===== src/design/differential_drive_odometry_core_macros.svh =====
// assertion helpers shared by the odometry core
`ifndef DIFFERENTIAL_DRIVE_ODOMETRY_CORE_MACROS_SVH
`define DIFFERENTIAL_DRIVE_ODOMETRY_CORE_MACROS_SVH

// consequent must hold in the same cycle as the antecedent
`define DDO_ASSERT_SAME(lbl, clk, rst_n, ante, cons, msg) \
	lbl: assert property (@(posedge clk) disable iff (!rst_n) (ante) |-> (cons)) \
		else $error(msg);

// consequent must hold in the cycle after the antecedent
`define DDO_ASSERT_NEXT(lbl, clk, rst_n, ante, cons, msg) \
	lbl: assert property (@(posedge clk) disable iff (!rst_n) (ante) |=> (cons)) \
		else $error(msg);

`endif


===== src/design/ddo_pkg.sv =====
package ddo_pkg;

	// angle and position formats
	localparam int ANGLE_BITS = 16;
	localparam int FRAC_BITS  = 8;
	localparam int DIST_W     = 16;
	localparam int POS_W      = 40;
	localparam int HEAD_W     = 16;

	// configuration port
	localparam int TW_W      = 12;
	localparam int DATA_W    = 32;
	localparam int ADDR_W    = 3;
	localparam int REG_IDX_W = ADDR_W - 2;
	localparam logic [TW_W-1:0] TW_RESET = TW_W'(652);
	localparam logic [REG_IDX_W-1:0] REG_TRACK_WIDTH = REG_IDX_W'(0);

	// wheel sum and difference
	localparam int SUM_W = DIST_W + 1;
	localparam int MID_W = DIST_W;
	localparam int MUL_CNT_W = $clog2(MID_W);

	// heading increment divider
	localparam int GAIN   = 10430;
	localparam int GAIN_W = 14;
	localparam int ANG_UP = (ANGLE_BITS >= 16) ? ANGLE_BITS - 16 : 0;
	localparam int ANG_DN = (ANGLE_BITS < 16) ? 16 - ANGLE_BITS : 0;
	localparam int MAG_W  = SUM_W + GAIN_W + ANG_UP;
	localparam int DEN_W  = TW_W + ANG_DN;
	localparam int DIV_CNT_W = $clog2(MAG_W);

	// cordic
	localparam int TRIG_W       = 16;
	localparam int CORDIC_W     = 32;
	localparam int PHASE_W      = 32;
	localparam int CORDIC_STEPS = 16;
	localparam int STEP_IDX_W   = $clog2(CORDIC_STEPS);
	localparam logic signed [CORDIC_W-1:0] CORDIC_K = 32'sd652032874;
	localparam int Q15_HALF = 1 << (TRIG_W - 2);
	localparam int Q15_MAX  = (1 << (TRIG_W - 1)) - 1;

	// position step rescale
	localparam int PROD_W = 32;
	localparam int SH_UP  = (FRAC_BITS >= 15) ? FRAC_BITS - 15 : 0;
	localparam int SH_DN  = (FRAC_BITS < 15) ? 15 - FRAC_BITS : 0;
	localparam int STEP_W = PROD_W + SH_UP + 1;
	localparam logic signed [STEP_W-1:0] STEP_RND =
		(SH_DN > 0) ? STEP_W'(64'd1 << (SH_DN - 1)) : STEP_W'(0);
	localparam int ACC_W = ((STEP_W > POS_W) ? STEP_W : POS_W) + 1;

	typedef enum logic [2:0] {
		ST_IDLE,
		ST_TRIG,
		ST_MUL,
		ST_DIV,
		ST_UPD
	} state_t;

	// arctangent of 2^-i as a fraction of a quarter turn times 2^30
	function automatic logic signed [CORDIC_W-1:0] atan_val(input logic [STEP_IDX_W-1:0] i);
		logic signed [CORDIC_W-1:0] a;
		case (i)
			4'd0:    a = 32'sd536870912;
			4'd1:    a = 32'sd316933406;
			4'd2:    a = 32'sd167458907;
			4'd3:    a = 32'sd85004756;
			4'd4:    a = 32'sd42667331;
			4'd5:    a = 32'sd21354465;
			4'd6:    a = 32'sd10679838;
			4'd7:    a = 32'sd5340245;
			4'd8:    a = 32'sd2670163;
			4'd9:    a = 32'sd1335087;
			4'd10:   a = 32'sd667544;
			4'd11:   a = 32'sd333772;
			4'd12:   a = 32'sd166886;
			4'd13:   a = 32'sd83443;
			4'd14:   a = 32'sd41722;
			4'd15:   a = 32'sd20861;
			default: a = '0;
		endcase
		return a;
	endfunction

	// round half up to q1.15 and clamp to the symmetric range
	function automatic logic signed [TRIG_W-1:0] to_q15(input logic signed [CORDIC_W-1:0] v);
		logic signed [CORDIC_W:0] t;
		logic signed [CORDIC_W:0] r;
		t = (CORDIC_W+1)'(v) + (CORDIC_W+1)'(Q15_HALF);
		r = t >>> (TRIG_W - 1);
		if (r > Q15_MAX)
			r = (CORDIC_W+1)'(Q15_MAX);
		if (r < -Q15_MAX)
			r = -(CORDIC_W+1)'(Q15_MAX);
		return TRIG_W'(r);
	endfunction

endpackage


===== src/design/ddo_cordic.sv =====
module ddo_cordic (
	input  logic clk,
	input  logic arst_n,
	input  logic start,
	input  logic [ddo_pkg::ANGLE_BITS-1:0] angle,
	output logic busy,
	output logic signed [ddo_pkg::TRIG_W-1:0] cos_val,
	output logic signed [ddo_pkg::TRIG_W-1:0] sin_val
);

	logic signed [ddo_pkg::CORDIC_W-1:0] x_q, y_q, z_q;
	logic signed [ddo_pkg::CORDIC_W-1:0] x_nxt, y_nxt, z_nxt;
	logic signed [ddo_pkg::CORDIC_W-1:0] xs, ys, at;
	logic [1:0] quad_q;
	logic [ddo_pkg::STEP_IDX_W-1:0] step_q;
	logic busy_q;
	logic [ddo_pkg::PHASE_W-1:0] phase;
	logic signed [ddo_pkg::TRIG_W-1:0] c_raw, s_raw;

	// angle to phase word, quadrant from the top two bits
	assign phase = {angle, {(ddo_pkg::PHASE_W-ddo_pkg::ANGLE_BITS){1'b0}}};

	// one rotation step
	always_comb begin
		xs = x_q >>> step_q;
		ys = y_q >>> step_q;
		at = ddo_pkg::atan_val(step_q);
		if (!z_q[ddo_pkg::CORDIC_W-1]) begin
			x_nxt = x_q - ys;
			y_nxt = y_q + xs;
			z_nxt = z_q - at;
		end else begin
			x_nxt = x_q + ys;
			y_nxt = y_q - xs;
			z_nxt = z_q + at;
		end
	end

	// step counter
	always_ff @(posedge clk or negedge arst_n) begin
		if (!arst_n) begin
			busy_q <= 1'b0;
			step_q <= '0;
		end else if (start) begin
			busy_q <= 1'b1;
			step_q <= '0;
		end else if (busy_q) begin
			step_q <= step_q + 1'b1;
			if (step_q == ddo_pkg::STEP_IDX_W'(ddo_pkg::CORDIC_STEPS - 1))
				busy_q <= 1'b0;
		end
	end

	// rotation datapath
	always_ff @(posedge clk) begin
		if (start) begin
			x_q    <= ddo_pkg::CORDIC_K;
			y_q    <= '0;
			z_q    <= ddo_pkg::CORDIC_W'({2'b00, phase[ddo_pkg::PHASE_W-3:0]});
			quad_q <= phase[ddo_pkg::PHASE_W-1:ddo_pkg::PHASE_W-2];
		end else if (busy_q) begin
			x_q <= x_nxt;
			y_q <= y_nxt;
			z_q <= z_nxt;
		end
	end

	// quadrant fold-back of the rounded results
	always_comb begin
		c_raw = ddo_pkg::to_q15(x_q);
		s_raw = ddo_pkg::to_q15(y_q);
		case (quad_q)
			2'd0: begin
				cos_val = c_raw;
				sin_val = s_raw;
			end
			2'd1: begin
				cos_val = -s_raw;
				sin_val = c_raw;
			end
			2'd2: begin
				cos_val = -c_raw;
				sin_val = -s_raw;
			end
			default: begin
				cos_val = s_raw;
				sin_val = -c_raw;
			end
		endcase
	end

	assign busy = busy_q;

endmodule


===== src/design/ddo_div.sv =====
module ddo_div (
	input  logic clk,
	input  logic arst_n,
	input  logic start,
	input  logic [ddo_pkg::MAG_W-1:0] dividend,
	input  logic [ddo_pkg::DEN_W-1:0] divisor,
	output logic busy,
	output logic [ddo_pkg::MAG_W-1:0] quotient
);

	logic [ddo_pkg::MAG_W-1:0] num_q;
	logic [ddo_pkg::DEN_W-1:0] den_q;
	logic [ddo_pkg::DEN_W-1:0] rem_q;
	logic [ddo_pkg::DEN_W:0] rem_sh, rem_sub;
	logic qbit;
	logic [ddo_pkg::DIV_CNT_W-1:0] cnt_q;
	logic busy_q;

	// one restoring step: shift in the next dividend bit, try the subtract
	always_comb begin
		rem_sh  = {rem_q, num_q[ddo_pkg::MAG_W-1]};
		rem_sub = rem_sh - {1'b0, den_q};
		qbit    = (rem_sh >= {1'b0, den_q});
	end

	// bit counter
	always_ff @(posedge clk or negedge arst_n) begin
		if (!arst_n) begin
			busy_q <= 1'b0;
			cnt_q  <= '0;
		end else if (start) begin
			busy_q <= 1'b1;
			cnt_q  <= '0;
		end else if (busy_q) begin
			cnt_q <= cnt_q + 1'b1;
			if (cnt_q == ddo_pkg::DIV_CNT_W'(ddo_pkg::MAG_W - 1))
				busy_q <= 1'b0;
		end
	end

	// dividend shifts out at the top while quotient bits shift in below
	always_ff @(posedge clk) begin
		if (start) begin
			num_q <= dividend;
			den_q <= divisor;
			rem_q <= '0;
		end else if (busy_q) begin
			num_q <= {num_q[ddo_pkg::MAG_W-2:0], qbit};
			rem_q <= qbit ? rem_sub[ddo_pkg::DEN_W-1:0] : rem_sh[ddo_pkg::DEN_W-1:0];
		end
	end

	assign busy     = busy_q;
	assign quotient = num_q;

endmodule


===== src/design/differential_drive_odometry_core.sv =====
// Differential-drive odometry: each input transaction carries the left and
// right wheel distances of one sample period; the core updates its pose
// (x, y in signed Q.8 with saturation, heading as a 16-bit binary angle) and
// returns the new pose as one output transaction. Position uses the heading
// held before the transaction. A transaction occupies the core from its
// acceptance to the next possible acceptance: 16 iterations of the shared
// CORDIC rotator, a bit-serial multiply of the middle distance by cosine
// and sine, and the hand-off and pose update; the bit-serial heading
// divider runs alongside. A finished pose stays on the output ports while
// the next transaction is being worked on.
// track_width lives at byte address 0 of the register port; a width of zero
// freezes the heading.
`include "differential_drive_odometry_core_macros.svh"

module differential_drive_odometry_core (
	input  logic clk,
	input  logic arst_n,
	input  logic psel,
	input  logic penable,
	input  logic pwrite,
	input  logic [ddo_pkg::ADDR_W-1:0] paddr,
	input  logic [ddo_pkg::DATA_W-1:0] pwdata,
	output logic [ddo_pkg::DATA_W-1:0] prdata,
	output logic pready,
	input  logic in_valid,
	output logic in_stall,
	input  logic signed [ddo_pkg::DIST_W-1:0] left_dist,
	input  logic signed [ddo_pkg::DIST_W-1:0] right_dist,
	output logic out_valid,
	input  logic out_stall,
	output logic signed [ddo_pkg::POS_W-1:0] x_position,
	output logic signed [ddo_pkg::POS_W-1:0] y_position,
	output logic [ddo_pkg::HEAD_W-1:0] heading_angle
);

	ddo_pkg::state_t state_q, state_nxt;

	logic [ddo_pkg::TW_W-1:0] tw_q;
	logic reg_sel, reg_wr;

	logic in_fire, mul_load, mul_run, upd_fire;

	logic signed [ddo_pkg::SUM_W-1:0] dsum, ddiff;
	logic [ddo_pkg::SUM_W-1:0] abs_sum, abs_diff;
	logic [ddo_pkg::MAG_W-1:0] div_num;
	logic [ddo_pkg::DEN_W-1:0] div_den;
	logic [ddo_pkg::MAG_W-1:0] quot;
	logic div_busy, cordic_busy;
	logic signed [ddo_pkg::TRIG_W-1:0] cos_val, sin_val;

	logic mid_neg_q, d_neg_q, tw_zero_q;
	logic [ddo_pkg::MID_W-1:0] mid_mag_q, mul_sh_q;
	logic [ddo_pkg::MUL_CNT_W-1:0] mul_cnt_q;
	logic signed [ddo_pkg::TRIG_W-1:0] cos_q, sin_q;
	logic signed [ddo_pkg::PROD_W-1:0] acc_x_q, acc_y_q;

	logic signed [ddo_pkg::POS_W-1:0] x_q, y_q;
	logic [ddo_pkg::ANGLE_BITS-1:0] heading_q, delta;
	logic out_valid_q;

	logic signed [ddo_pkg::POS_W-1:0] x_nxt, y_nxt;

	// register port
	assign pready  = 1'b1;
	assign reg_sel = (paddr[ddo_pkg::ADDR_W-1:2] == ddo_pkg::REG_TRACK_WIDTH);
	assign reg_wr  = psel && penable && pwrite && pready && reg_sel;
	assign prdata  = reg_sel ? ddo_pkg::DATA_W'(tw_q) : '0;

	always_ff @(posedge clk or negedge arst_n) begin
		if (!arst_n)
			tw_q <= ddo_pkg::TW_RESET;
		else if (reg_wr)
			tw_q <= pwdata[ddo_pkg::TW_W-1:0];
	end

	// wheel sum and difference with magnitudes
	always_comb begin
		dsum     = ddo_pkg::SUM_W'(left_dist) + ddo_pkg::SUM_W'(right_dist);
		ddiff    = ddo_pkg::SUM_W'(right_dist) - ddo_pkg::SUM_W'(left_dist);
		abs_sum  = dsum[ddo_pkg::SUM_W-1] ? -dsum : dsum;
		abs_diff = ddiff[ddo_pkg::SUM_W-1] ? -ddiff : ddiff;
		div_num  = (ddo_pkg::MAG_W'(abs_diff) * ddo_pkg::MAG_W'(ddo_pkg::GAIN))
			<< ddo_pkg::ANG_UP;
		div_den  = ddo_pkg::DEN_W'(tw_q) << ddo_pkg::ANG_DN;
	end

	ddo_cordic u_cordic (
		.clk     (clk),
		.arst_n  (arst_n),
		.start   (in_fire),
		.angle   (heading_q),
		.busy    (cordic_busy),
		.cos_val (cos_val),
		.sin_val (sin_val)
	);

	ddo_div u_div (
		.clk      (clk),
		.arst_n   (arst_n),
		.start    (in_fire),
		.dividend (div_num),
		.divisor  (div_den),
		.busy     (div_busy),
		.quotient (quot)
	);

	// next state
	always_comb begin
		state_nxt = state_q;
		case (state_q)
			ddo_pkg::ST_IDLE:
				if (in_valid)
					state_nxt = ddo_pkg::ST_TRIG;
			ddo_pkg::ST_TRIG:
				if (!cordic_busy)
					state_nxt = ddo_pkg::ST_MUL;
			ddo_pkg::ST_MUL:
				if (mul_cnt_q == ddo_pkg::MUL_CNT_W'(ddo_pkg::MID_W - 1))
					state_nxt = ddo_pkg::ST_DIV;
			ddo_pkg::ST_DIV:
				if (!div_busy)
					state_nxt = ddo_pkg::ST_UPD;
			ddo_pkg::ST_UPD:
				if (!out_valid_q || !out_stall)
					state_nxt = ddo_pkg::ST_IDLE;
			default:
				state_nxt = ddo_pkg::ST_IDLE;
		endcase
	end

	// state outputs
	always_comb begin
		in_stall = 1'b1;
		mul_load = 1'b0;
		mul_run  = 1'b0;
		upd_fire = 1'b0;
		case (state_q)
			ddo_pkg::ST_IDLE: in_stall = 1'b0;
			ddo_pkg::ST_TRIG: mul_load = !cordic_busy;
			ddo_pkg::ST_MUL:  mul_run = 1'b1;
			ddo_pkg::ST_DIV:  ;
			ddo_pkg::ST_UPD:  upd_fire = !out_valid_q || !out_stall;
			default:          in_stall = 1'b1;
		endcase
	end

	assign in_fire = in_valid && !in_stall;

	always_ff @(posedge clk or negedge arst_n) begin
		if (!arst_n)
			state_q <= ddo_pkg::ST_IDLE;
		else
			state_q <= state_nxt;
	end

	// transaction capture
	always_ff @(posedge clk) begin
		if (in_fire) begin
			mid_neg_q <= dsum[ddo_pkg::SUM_W-1];
			mid_mag_q <= abs_sum[ddo_pkg::MID_W:1];
			d_neg_q   <= ddiff[ddo_pkg::SUM_W-1];
			tw_zero_q <= (tw_q == '0);
		end
	end

	// bit-serial multiply of the middle distance by cosine and sine, msb first
	always_ff @(posedge clk) begin
		if (mul_load) begin
			cos_q     <= cos_val;
			sin_q     <= sin_val;
			mul_sh_q  <= mid_mag_q;
			mul_cnt_q <= '0;
			acc_x_q   <= '0;
			acc_y_q   <= '0;
		end else if (mul_run) begin
			mul_sh_q  <= mul_sh_q << 1;
			mul_cnt_q <= mul_cnt_q + 1'b1;
			acc_x_q   <= (acc_x_q <<< 1) +
				(mul_sh_q[ddo_pkg::MID_W-1] ? ddo_pkg::PROD_W'(cos_q) : '0);
			acc_y_q   <= (acc_y_q <<< 1) +
				(mul_sh_q[ddo_pkg::MID_W-1] ? ddo_pkg::PROD_W'(sin_q) : '0);
		end
	end

	// rescale a product to the position format and add with saturation
	function automatic logic signed [ddo_pkg::POS_W-1:0] pos_update(
		input logic signed [ddo_pkg::POS_W-1:0] pos,
		input logic signed [ddo_pkg::PROD_W-1:0] acc,
		input logic neg
	);
		logic signed [ddo_pkg::PROD_W-1:0] p;
		logic signed [ddo_pkg::STEP_W-1:0] pe, st;
		logic signed [ddo_pkg::ACC_W-1:0] s;
		logic in_range;
		p  = neg ? -acc : acc;
		pe = ddo_pkg::STEP_W'(p);
		st = (ddo_pkg::FRAC_BITS >= 15) ? (pe <<< ddo_pkg::SH_UP)
			: ((pe + ddo_pkg::STEP_RND) >>> ddo_pkg::SH_DN);
		s  = ddo_pkg::ACC_W'(pos) + ddo_pkg::ACC_W'(st);
		in_range = (s[ddo_pkg::ACC_W-1:ddo_pkg::POS_W-1] == '0) ||
			(s[ddo_pkg::ACC_W-1:ddo_pkg::POS_W-1] == '1);
		if (in_range)
			return s[ddo_pkg::POS_W-1:0];
		else if (s[ddo_pkg::ACC_W-1])
			return {1'b1, {(ddo_pkg::POS_W-1){1'b0}}};
		else
			return {1'b0, {(ddo_pkg::POS_W-1){1'b1}}};
	endfunction

	always_comb begin
		x_nxt = pos_update(x_q, acc_x_q, mid_neg_q);
		y_nxt = pos_update(y_q, acc_y_q, mid_neg_q);
		delta = quot[ddo_pkg::ANGLE_BITS-1:0];
	end

	// pose update and output transaction
	always_ff @(posedge clk or negedge arst_n) begin
		if (!arst_n) begin
			x_q         <= '0;
			y_q         <= '0;
			heading_q   <= '0;
			out_valid_q <= 1'b0;
		end else begin
			// a new pose sets valid, an accepted one clears it
			out_valid_q <= upd_fire || (out_valid_q && out_stall);
			if (upd_fire) begin
				x_q <= x_nxt;
				y_q <= y_nxt;
				if (!tw_zero_q)
					heading_q <= d_neg_q ? heading_q - delta : heading_q + delta;
			end
		end
	end

	assign out_valid     = out_valid_q;
	assign x_position    = x_q;
	assign y_position    = y_q;
	assign heading_angle = ddo_pkg::HEAD_W'(heading_q);

	`DDO_ASSERT_NEXT(a_accept_starts_units, clk, arst_n, in_fire, cordic_busy && div_busy, "units not started on accept")
	`DDO_ASSERT_SAME(a_mul_after_cordic, clk, arst_n, state_q == ddo_pkg::ST_MUL, !cordic_busy, "multiply while cordic busy")
	`DDO_ASSERT_SAME(a_update_after_div, clk, arst_n, state_q == ddo_pkg::ST_UPD, !div_busy, "pose update while divider busy")
	`DDO_ASSERT_NEXT(a_update_gives_result, clk, arst_n, upd_fire, out_valid_q, "pose update without result")
	`DDO_ASSERT_NEXT(a_zero_width_holds_heading, clk, arst_n, upd_fire && tw_zero_q, $stable(heading_q), "heading moved at zero track width")

endmodule

===== config.mk =====
export PLATFORM = sky130hd
export DESIGN_NAME = differential_drive_odometry_core
export DESIGN_NICKNAME = d
export VERILOG_FILES = /design/src/design/ddo_pkg.sv /design/src/design/ddo_cordic.sv /design/src/design/ddo_div.sv /design/src/design/differential_drive_odometry_core.sv
export VERILOG_INCLUDE_DIRS = /design/src /design/src/design
export SDC_FILE = /design/constraint.sdc
export NUM_CORES = 2
export LEC_CHECK = 0
export BUFFER_PORTS_ARGS = -buffer_cell sky130_fd_sc_hd__buf_2
export CAP_MARGIN = 30
export CELL_PAD_IN_SITES_DETAIL_PLACEMENT = 1
export CELL_PAD_IN_SITES_GLOBAL_PLACEMENT = 1
export CORE_ASPECT_RATIO = 0.6
export CORE_UTILIZATION = 49
export CTS_CLUSTER_DIAMETER = 40
export DETAILED_ROUTE_END_ITERATION = 12
export PLACE_DENSITY_LB_ADDON = 0.1
export SKIP_LAST_GASP = 1
export SLEW_MARGIN = 30
export SYNTH_ARGS = -nofsm -noshare
export SYNTH_HDL_FRONTEND = slang
export SYNTH_SLANG_ARGS = --single-unit
export TNS_END_PERCENT = 20

===== constraint.sdc =====
create_clock -name clk -period 9.45 [get_ports clk]
set_clock_uncertainty 0.1 [all_clocks]
set_input_delay 1.89 -clock clk [delete_from_list [all_inputs] [get_ports clk]]
set_output_delay 1.89 -clock clk [all_outputs]
set_load 0.02 [all_outputs]

==> impl_metrics.ini <==
[run_status]
outcome = finished with violations
violations = DRC

[yosys]
netlist_area_mm2 = 0.0459
netlist-cell-type-count = 112
async_reset_ff_share_pct = 29.9
synth-xor-area-share_pct = 9.83
ys_ff_latch = 411
synthAdderAreaFrac_pct = 15.3
netlist_instances = 5717
synth_ff_type = dfxtp_1
yosysMostFrequentCell = nand2_1
synth_edf_count = 125
avgSynthCellArea_um2 = 8.03
synth_common_cells = nand2_1 (590), nor2_1 (484), o21ai_0 (425)
synth-seq-area-share_pct = 22.0
ys_top_cells_by_area = ha_1 (11%), edfxtp_1 (8.2%), dfxtp_1 (7.1%)
yosysTopAreaCell = ha_1
yosysWarnings = 0
synth-compound-area-share_pct = 21.5
synth.area.mux_share_pct = 6.71
synth_top_area_share_pct = 11.2
synth_top_family_by_area = compound AO/OA/AOI/OAI gates
yosys.area_share.simple_pct = 18.8

[cts]
cts_root_buf = clkbuf_16
cts.sinks = 411
cts_buffers = 78
clk_latency_ns = 0.69
cts_buffer_depth = 3
path_clk_slew_ns = 0.06
tritoncts = built
ctsHtreeMaxLevel = 3

[route]
wl_um = 161000
wire_per_inst_um = 22.3
drc = 18
dr.first_iter.drc_count = 3936
dr_total_vias = 44638
ant_nets = 0
viasPerCell = 6.18
drt-pass1-iter-count = 9

[grt]
grt_max_degree = 91
grt_pass1_vias = 44306
grt_pass1_wl_um = 251000
gr-total-overflow = 0
antenna_found_initial = 3
grt_usage_pct = 33.1

[timing]
fin_crit_sh_pct = 97.4
hold_violations = 0
setup_viol = 0
slew_headroom_pct = 24.0
rsz0062_at_grt = true
tightest_slew_ns = 1.13
slew_violations = 0
setup_ws_ns = 0.246
period_minus_slack_ns = 9.20
hold_ws_ns = 0.365
fmax_mhz = 109

[critical_path]
r2r_setup_slack_ns = 1.47
arrival_ns = 9.48
startpoint = left_dist[0]
cp.required_ns = 9.72
cpMaxStageDelayCell = fa_1
crit_path_end_kind = flop
r2r_cells = 23
reg2reg_from = mid_neg_q$_DFFE_PP_
cpMostUsedCell = fa_1
start_kind = primary input
rr_endpoint = y_position[12]$_DFFE_PN0P_
critPathMaxStageDelay_ns = 0.54
crit_type = primary input to flop
cp_max_fo = 5
cp-endpoint = u_div.quotient[29]$_DFFE_PP_

[final_layout]
fin_cells = 7228
nets = 6499
layout-drive-gt1-share_pct = 13.6
syn_to_final_growth_pct = 13.4
fin_area_mm2 = 0.0520

[placement]
dp_hpwl_um = 122000
pre_cts_ws_ns = -0.852
place_congestion = 0.975
place_area_mm2 = 0.0490
placed_cells = 7069
port_buffers = 161

[floorplan]
start_util_pct = 49.8
top_level_ports = 205
die-area_mm2 = 0.0949
core_area_mm2 = 0.0922
num_rows = 86
die-height_um = 239
die_x_um = 397

[min_path]
hold_path.class = flop to flop

[run]
drv_cap = 0
metrics by stage:
step | setup TNS, ns | util, %
after floorplan | 0 | -
after global placement | -2.44 | 53.1
after detailed placement | -5.92 | 53.1
after CTS | 0 | 56.1
after global routing | -0.0686 | 56.4
final | 0 | 56.4
layer usage:
| metal | share of wire, % | track usage [%] | vias up |
|---|---|---|---|
| met5 | 0.0081 | 0 | - |
| met1 | 48 | 49.3 | 22093 |
| met3 | 9.3 | 9.04 | 190 |
| li1 | - | - | 20873 |
| met2 | 41 | 47.5 | 1480 |
| met4 | 1.6 | 5.76 | 2 |
what timing repair did:
action / CTS / global route
hold buffers: 0 / 0
buffers inserted: 2 / 6
setup endpoints to repair: 4 / 6
resized for setup: 4 / 36
pin swaps: 1 / 28
cell type report:
cell class | count | area (µm²)
Inverter | 358 | 1350
Clock buffer | 87 | 2060
Tap cell | 1232 | 1540
Multi-Input combinational cell | 4655 | 33400
Timing Repair Buffer | 425 | 2860
Clock inverter | 59 | 666
Sequential cell | 411 | 10100
Antenna cell | 1 | 2.50
Fill cell | 11101 | 40200
kinds of logic (layout without fill, tap and decap cells):
logic type | after synthesis | count (layout)
flops | 411 | 411
buf+inv | 670 | 929
simple gates | 1822 | 1822
mux | 227 | 227
compound gates | 1556 | 1556
other cells | 2 | 22
xor+xnor | 514 | 514
fa+ha+maj | 515 | 515
critical path: cells and delay by family:
| family | cells | cell delay (ns) |
|---|---|---|
| and+or+nand+nor | 4 | 0.57 |
| AOI/OAI and AO/OA | 14 | 2.85 |
| adders and majority gates | 8 | 3.14 |
| xor gates and xnor gates | 2 | 0.43 |
| buffers and inverters | 6 | 0.57 |
worst min path at each step:
stage                                         end  slack (ns)  depth (start not counted)                     startpoint
finish              u_cordic.z_q[13]$_SDFFE_PP0P_        0.36                          2  u_cordic.z_q[13]$_SDFFE_PP0P_
global route        u_cordic.z_q[13]$_SDFFE_PP0P_        0.39                          2  u_cordic.z_q[13]$_SDFFE_PP0P_
CTS                 u_cordic.z_q[13]$_SDFFE_PP0P_        0.37                          2  u_cordic.z_q[13]$_SDFFE_PP0P_
detailed placement  u_cordic.z_q[13]$_SDFFE_PP0P_        0.35                          2  u_cordic.z_q[13]$_SDFFE_PP0P_
global placement    u_cordic.z_q[13]$_SDFFE_PP0P_        0.35                          2  u_cordic.z_q[13]$_SDFFE_PP0P_
floorplan           u_cordic.z_q[13]$_SDFFE_PP0P_        0.33                          2  u_cordic.z_q[13]$_SDFFE_PP0P_
layout by cell type, fill, tap and decap left out, types with 160 or more instances in the layout:
cell and count:
ha_1 410, inv_1 351, buf_2 160, xor2_1 187
a21oi_1 402, nor2_1 478, o21ai_0 418, nand3_1 161
dfxtp_1 162, buf_4 258, nand2_1 587, xnor2_1 312
sequential cells by signal, indices dropped and copies added, names as in the netlist, 3 cells and up:
name and flops:
acc_x_q 32, acc_y_q 32, cos_q 16, div_den 12
heading_angle 16, mid_mag_q 16, mul_cnt_q 4, mul_sh_q 16
sin_q 16, state_q 3, u_cordic.step_q 4, u_cordic.x_q 32
u_cordic.y_q 32, u_cordic.z_q 32, u_div.cnt_q 5, u_div.den_q 12
u_div.quotient 31, u_div.rem_q 12, x_position 40, y_position 40
Power is not shown: default switching activity piles up to over one toggle a cycle in this logic, so the estimate is an artifact.
